## src/hw/rtl/phrlj_pkg.sv

```systemverilog
`default_nettype none
package phrlj_pkg;

  localparam int TIME_W = 48;
  localparam int SEQ_W  = 64;
  localparam int LOSS_W = 14;

  localparam logic [1:0] OP_CLEAR = 2'd0;
  localparam logic [1:0] OP_PING  = 2'd1;
  localparam logic [1:0] OP_PONG  = 2'd2;
  localparam logic [1:0] OP_STATS = 2'd3;

  localparam logic KIND_SEQ   = 1'b0;
  localparam logic KIND_STATS = 1'b1;

  localparam logic [LOSS_W-1:0] LOSS_FULL = 14'd10000;

  typedef struct packed {
    logic [SEQ_W-1:0]  seq;
    logic [TIME_W-1:0] sent_time;
    logic              sent_valid;
    logic [TIME_W-1:0] pong_time;
    logic              pong_valid;
  } slot_t;

  localparam slot_t SLOT_RESET = '{seq: '1, sent_time: '0, sent_valid: 1'b0,
                                   pong_time: '0, pong_valid: 1'b0};

endpackage
`default_nettype wire

```

## src/hw/rtl/phrlj_div.sv

```systemverilog
`default_nettype none
// Restoring divider, one quotient bit per cycle over a 64-bit numerator.
module phrlj_div import phrlj_pkg::*; #(
  parameter int DEN_W = 7
) (
  input  wire logic             clk,
  input  wire logic             rst,
  input  wire logic             start,
  input  wire logic [SEQ_W-1:0] num,
  input  wire logic [DEN_W-1:0] den,
  output logic                  done,
  output logic [SEQ_W-1:0]      quot
);

  localparam int CNT_W = $clog2(SEQ_W + 1);

  logic [CNT_W-1:0] cnt;
  logic [DEN_W-1:0] den_r;
  logic [DEN_W-1:0] rem;
  logic [DEN_W:0]   trial;
  logic             ge;

  assign trial = {rem, quot[SEQ_W-1]};
  assign ge    = trial >= {1'b0, den_r};

  always_ff @(posedge clk) begin
    if (rst) begin
      cnt  <= '0;
      done <= 1'b0;
    end else begin
      if (start) begin
        cnt   <= CNT_W'(SEQ_W);
        den_r <= den;
        quot  <= num;
        rem   <= '0;
        done  <= 1'b0;
      end else if (cnt != '0) begin
        cnt  <= cnt - 1'b1;
        quot <= {quot[SEQ_W-2:0], ge};
        rem  <= ge ? DEN_W'(trial - {1'b0, den_r}) : trial[DEN_W-1:0];
        done <= (cnt == CNT_W'(1));
      end else begin
        done <= 1'b0;
      end
    end
  end

endmodule
`default_nettype wire

```

## config.mk

```make
export PLATFORM = sky130hd
export DESIGN_NAME = phrlj_div
export DESIGN_NICKNAME = d
export VERILOG_FILES = /design/src/hw/rtl/phrlj_pkg.sv /design/src/hw/rtl/phrlj_div.sv
export SDC_FILE = /design/constraint.sdc
export NUM_CORES = 1
export LEC_CHECK = 0
export BUFFER_PORTS_ARGS = -buffer_cell sky130_fd_sc_hd__buf_2
export CORE_ASPECT_RATIO = 0.7
export CORE_MARGIN = 2
export CORE_UTILIZATION = 35
export DETAILED_ROUTE_END_ITERATION = 7
export GPL_TIMING_DRIVEN = 0
export PLACE_DENSITY_LB_ADDON = 0.1
export SLEW_MARGIN = 20
export SYNTH_ARGS = -nofsm -noshare
export SYNTH_HDL_FRONTEND = slang
export SYNTH_SLANG_ARGS = --single-unit
```

## constraint.sdc

```tcl
create_clock -name clk -period 10.75 [get_ports clk]
set_input_delay 2.15 -clock clk [delete_from_list [all_inputs] [get_ports clk]]
set_output_delay 2.15 -clock clk [all_outputs]
set_load 0.05 [all_outputs]
```

==> results.md <==
- Die W: 130.7 um
- Sw Share: 0.3469
- Reg2Reg Depth: 8
- Worst r2r dst: rem[0]$_SDFFCE_PP0P_
- Final hold violation count: 0
- CP peak stage delay: between 300 and 400 ps
- CTS Sinks: 86
- Clk pwr share: 0.295
- Area grow syn2layout: 33.23%
- Global route total overflow: 0
- Iteration-0 DRC Markers: 168
- Per-cell routed wire length: about 15 um
- Worst path arrival time: ~3900 ps
- Worst-Margin Slew: roughly 620 ps
- Via count: around 2.6k
- Power Dens Cells: approximately 230 nW/um2
- First-pass GRT wire length: 13330 um
- Fillers: 1032
- Worst path cell trace: clkbuf_1 > buf_2 > buf_1 > nor2_1 > nor2_4 > buf_16 > buf_12
- Worst Setup Start Kind: input pin
- Hold Path Cell Cnt: 2
- Hold WC Path Type: flip-flop to flip-flop
- IO Pins: 139
- Final TNS setup: 0 ps
- Worst-path clk slew: 60 ps
- Skew-Pair Late Insertion Delay: between 300 and 400 ps
- Die area: 12120 um2
- RePlAce Congestion: 0.7859
- Comb pwr share: 0.319
- Depth of the CTS H-tree: 3
- Leakage power: 2.122 nW
- Bufs and invs on worst path: 5
- Final period utilization: 0.3605
- Largest net degree at the start of global routing: 26
- Total iterations of the first detailed-routing run: 4
- GRT Overall Usage: 0.1458
- Syn Nets: 352
- Max cap viols: 0
- Hold_ws: 545.1 ps
- Sequential Power Share: 0.386
- Max Slew Vio Count: 0
- Synth Register Bits: 86
- Cell Area, Synth: 3935 um2
- # hold bufs at CTS: 0
- Post-Synthesis Cells: 268
- Max Clock Freq: around 260 MHz
- Vias per cell: 4.591
- Worst hold start: cnt[6]$_SDFFE_PP0N_
- CTS tree: done
- Sequential element share of the synthesized area: 0.6359
- Max clock buf depth: 2
- Chip height: roughly 90 um
- Gate family responsible for the most delay along the worst path: buffers and inverters
- Main flop type after synthesis: edfxtp_1
- Status: finished, final reports clean
- Num CTS Buffers: 9
- Setup WS pre-CTS: 6423 ps
- Distinct cell type count after synthesis: 35
- Slew margin rel.: 0.5827
- Unrepaired setup endpoints after global routing: no
- Diode count: 0
- R2R Setup Slk: between 8000 and 9000 ps
- Ys async rst share: 0
- Ratio of cells with drive above 1 in the final layout: 0.5377
- Post-synth top area share: 0.5952
- Vias in the first global route: approximately 2.6k
- Antenna Nets Post-Route: 0
- Final core occ: 0.4779
- Clk root buf: clkbuf_16
- Skew final: 8.002 ps
- Top post-synthesis cells by area: edfxtp_1 60%, mux2_2 18%, dfxtp_1 4.1%
- Final WS setup: a little under 7000 ps
- Final worst path period need: 3876 ps
- Pint: around 0.8 mW
- Mean post-synth cell area: 14.68 um2
- Cell taking the most area after synthesis: edfxtp_1
- Worst setup EP type: flip-flop
- Final setup vio count: 0
- Switching power: about 0.42 mW
- Maximum VDD drop: 0.0001119 V
- Starting density of the core: 0.3587
- CP Max Fanout: 25
- Antenna violations before repair: 0
- Row Count: 32
- EDFF count, synth: a little under 80
- HPWL Detailed: 6382 um
- Synth warnings: 0
- Post-Route WL: 8560 um
- Cts repair resizes: 0
- Critical path class: input pin to flip-flop
- CP max stage cell: buf_1
- Port bufs: 137
- Core area: 10970 um2
- Critical path required time: 10790 ps
- Drc violations: 0
- Worst R2R Start: quot[63]$_DFFE_PP_
- Hold endpoint: cnt[6]$_SDFFE_PP0N_
- Layout net count: 503
- Number of setup buffers added after CTS: 0
-- worst max path at each step --
stage	start	to	cells after the start
2_1_floorplan	start	quot[0]$_DFFE_PP_	5
3_5_place_dp	start	quot[31]$_DFFE_PP_	7
5_1_grt	start	quot[7]$_DFFE_PP_	7
3_3_place_gp	start	quot[31]$_DFFE_PP_	5
4_1_cts	start	quot[15]$_DFFE_PP_	7
6_report	start	quot[8]$_DFFE_PP_	7
-- synth_stat cells (all sizes together), types with 3 or more instances --
library cell  number
nor2              17
buf                9
ha                 9
a21oi              9
dfxtp              8
mux2              64
nand3              7
inv               12
o21ai              7
nor3               5
edfxtp            78
xnor2              5
nand2b             3
nand2              7
-- cell usage in the layout, fill, tap and decap left out, types with 3 or more instances in the layout --
cell / Yosys / layout
inv_1: 12 / 12
dfxtp_1: 8 / 8
buf_2: 4 / 141
clkbuf_16: 0 / 9
o21ai_0: 7 / 7
a21oi_1: 9 / 9
mux2_2: 64 / 64
xnor2_1: 5 / 5
bufinv_16: 0 / 3
nor2_1: 17 / 16
buf_1: 5 / 5
nand2b_1: 3 / 3
ha_1: 9 / 9
nor3_1: 5 / 5
edfxtp_1: 78 / 78
nand2_1: 7 / 7
nand3_1: 7 / 7
-- registers in the layout, summed over array words and instances (netlist names) --
| name | count |
|---|---|
| quot | 64 |
| done | 1 |
| cnt | 7 |
| rem | 7 |
| den_r | 7 |
-- final cells by class --
type                            count  area, um2  share of cell area
Sequential cell                    86       2502              0.4773
Multi-Input combinational cell    159       1349              0.2573
Timing Repair Buffer              140      760.7              0.1451
Clock buffer                        9      225.2             0.04296
Tap cell                          153      191.4             0.03652
Clock inverter                      7      122.6             0.02339
Buffer                             11      46.29            0.008831
Inverter                           12      45.04            0.008592
-- per-stage QoR --
stage               power, mW  area [um2]  instances
floorplan              0.7740        3935        268
global placement       0.8609        4812        558
detailed placement     0.8711        4895        561
CTS                     1.235        5243        577
global route            1.284        5243        577
finish                  1.223        5243        577
-- worst reg2reg max path, stage by stage, from the launching register on --
cell       delay, ps
edfxtp_1         380
inv_1             60
ha_1             220
fa_1             410
nand2b_1         180
o2bb2ai_1        190
a31oi_1          490
nor3_1           110
a211oi_1         250
-- cells by family (layout without fill, tap and decap cells) --
logic type / Yosys count / in the layout / synth area share
simple gates: 47 / 47 / 0.05660
fa+ha+maj: 10 / 10 / 0.03371
xor+xnor: 7 / 7 / 0.01558
flops: 86 / 86 / 0.6359
mux: 66 / 66 / 0.1882
compound gates: 29 / 29 / 0.04674
buf+inv: 23 / 179 / 0.02321
-- metal layers --
metal  vias to the layer above  wire [um]  global-route usage
li1                       1312          -                   -
met2                        80       3837              0.2148
met3                         7        523             0.04622
met1                      1250       4089              0.2019
met5                         -          0                   0
met4                         0        109             0.05319
-- power by group through the flow --
stage,sequential (mW),combinational [mW],clock (mW)
2_1_floorplan,0.617,0.157,0
6_report,0.472,0.390,0.360
5_1_grt,0.480,0.422,0.382
3_3_place_gp,0.486,0.375,0
4_1_cts,0.473,0.394,0.369
3_5_place_dp,0.479,0.392,0
Note: power is estimated with default switching activity, not from simulation.
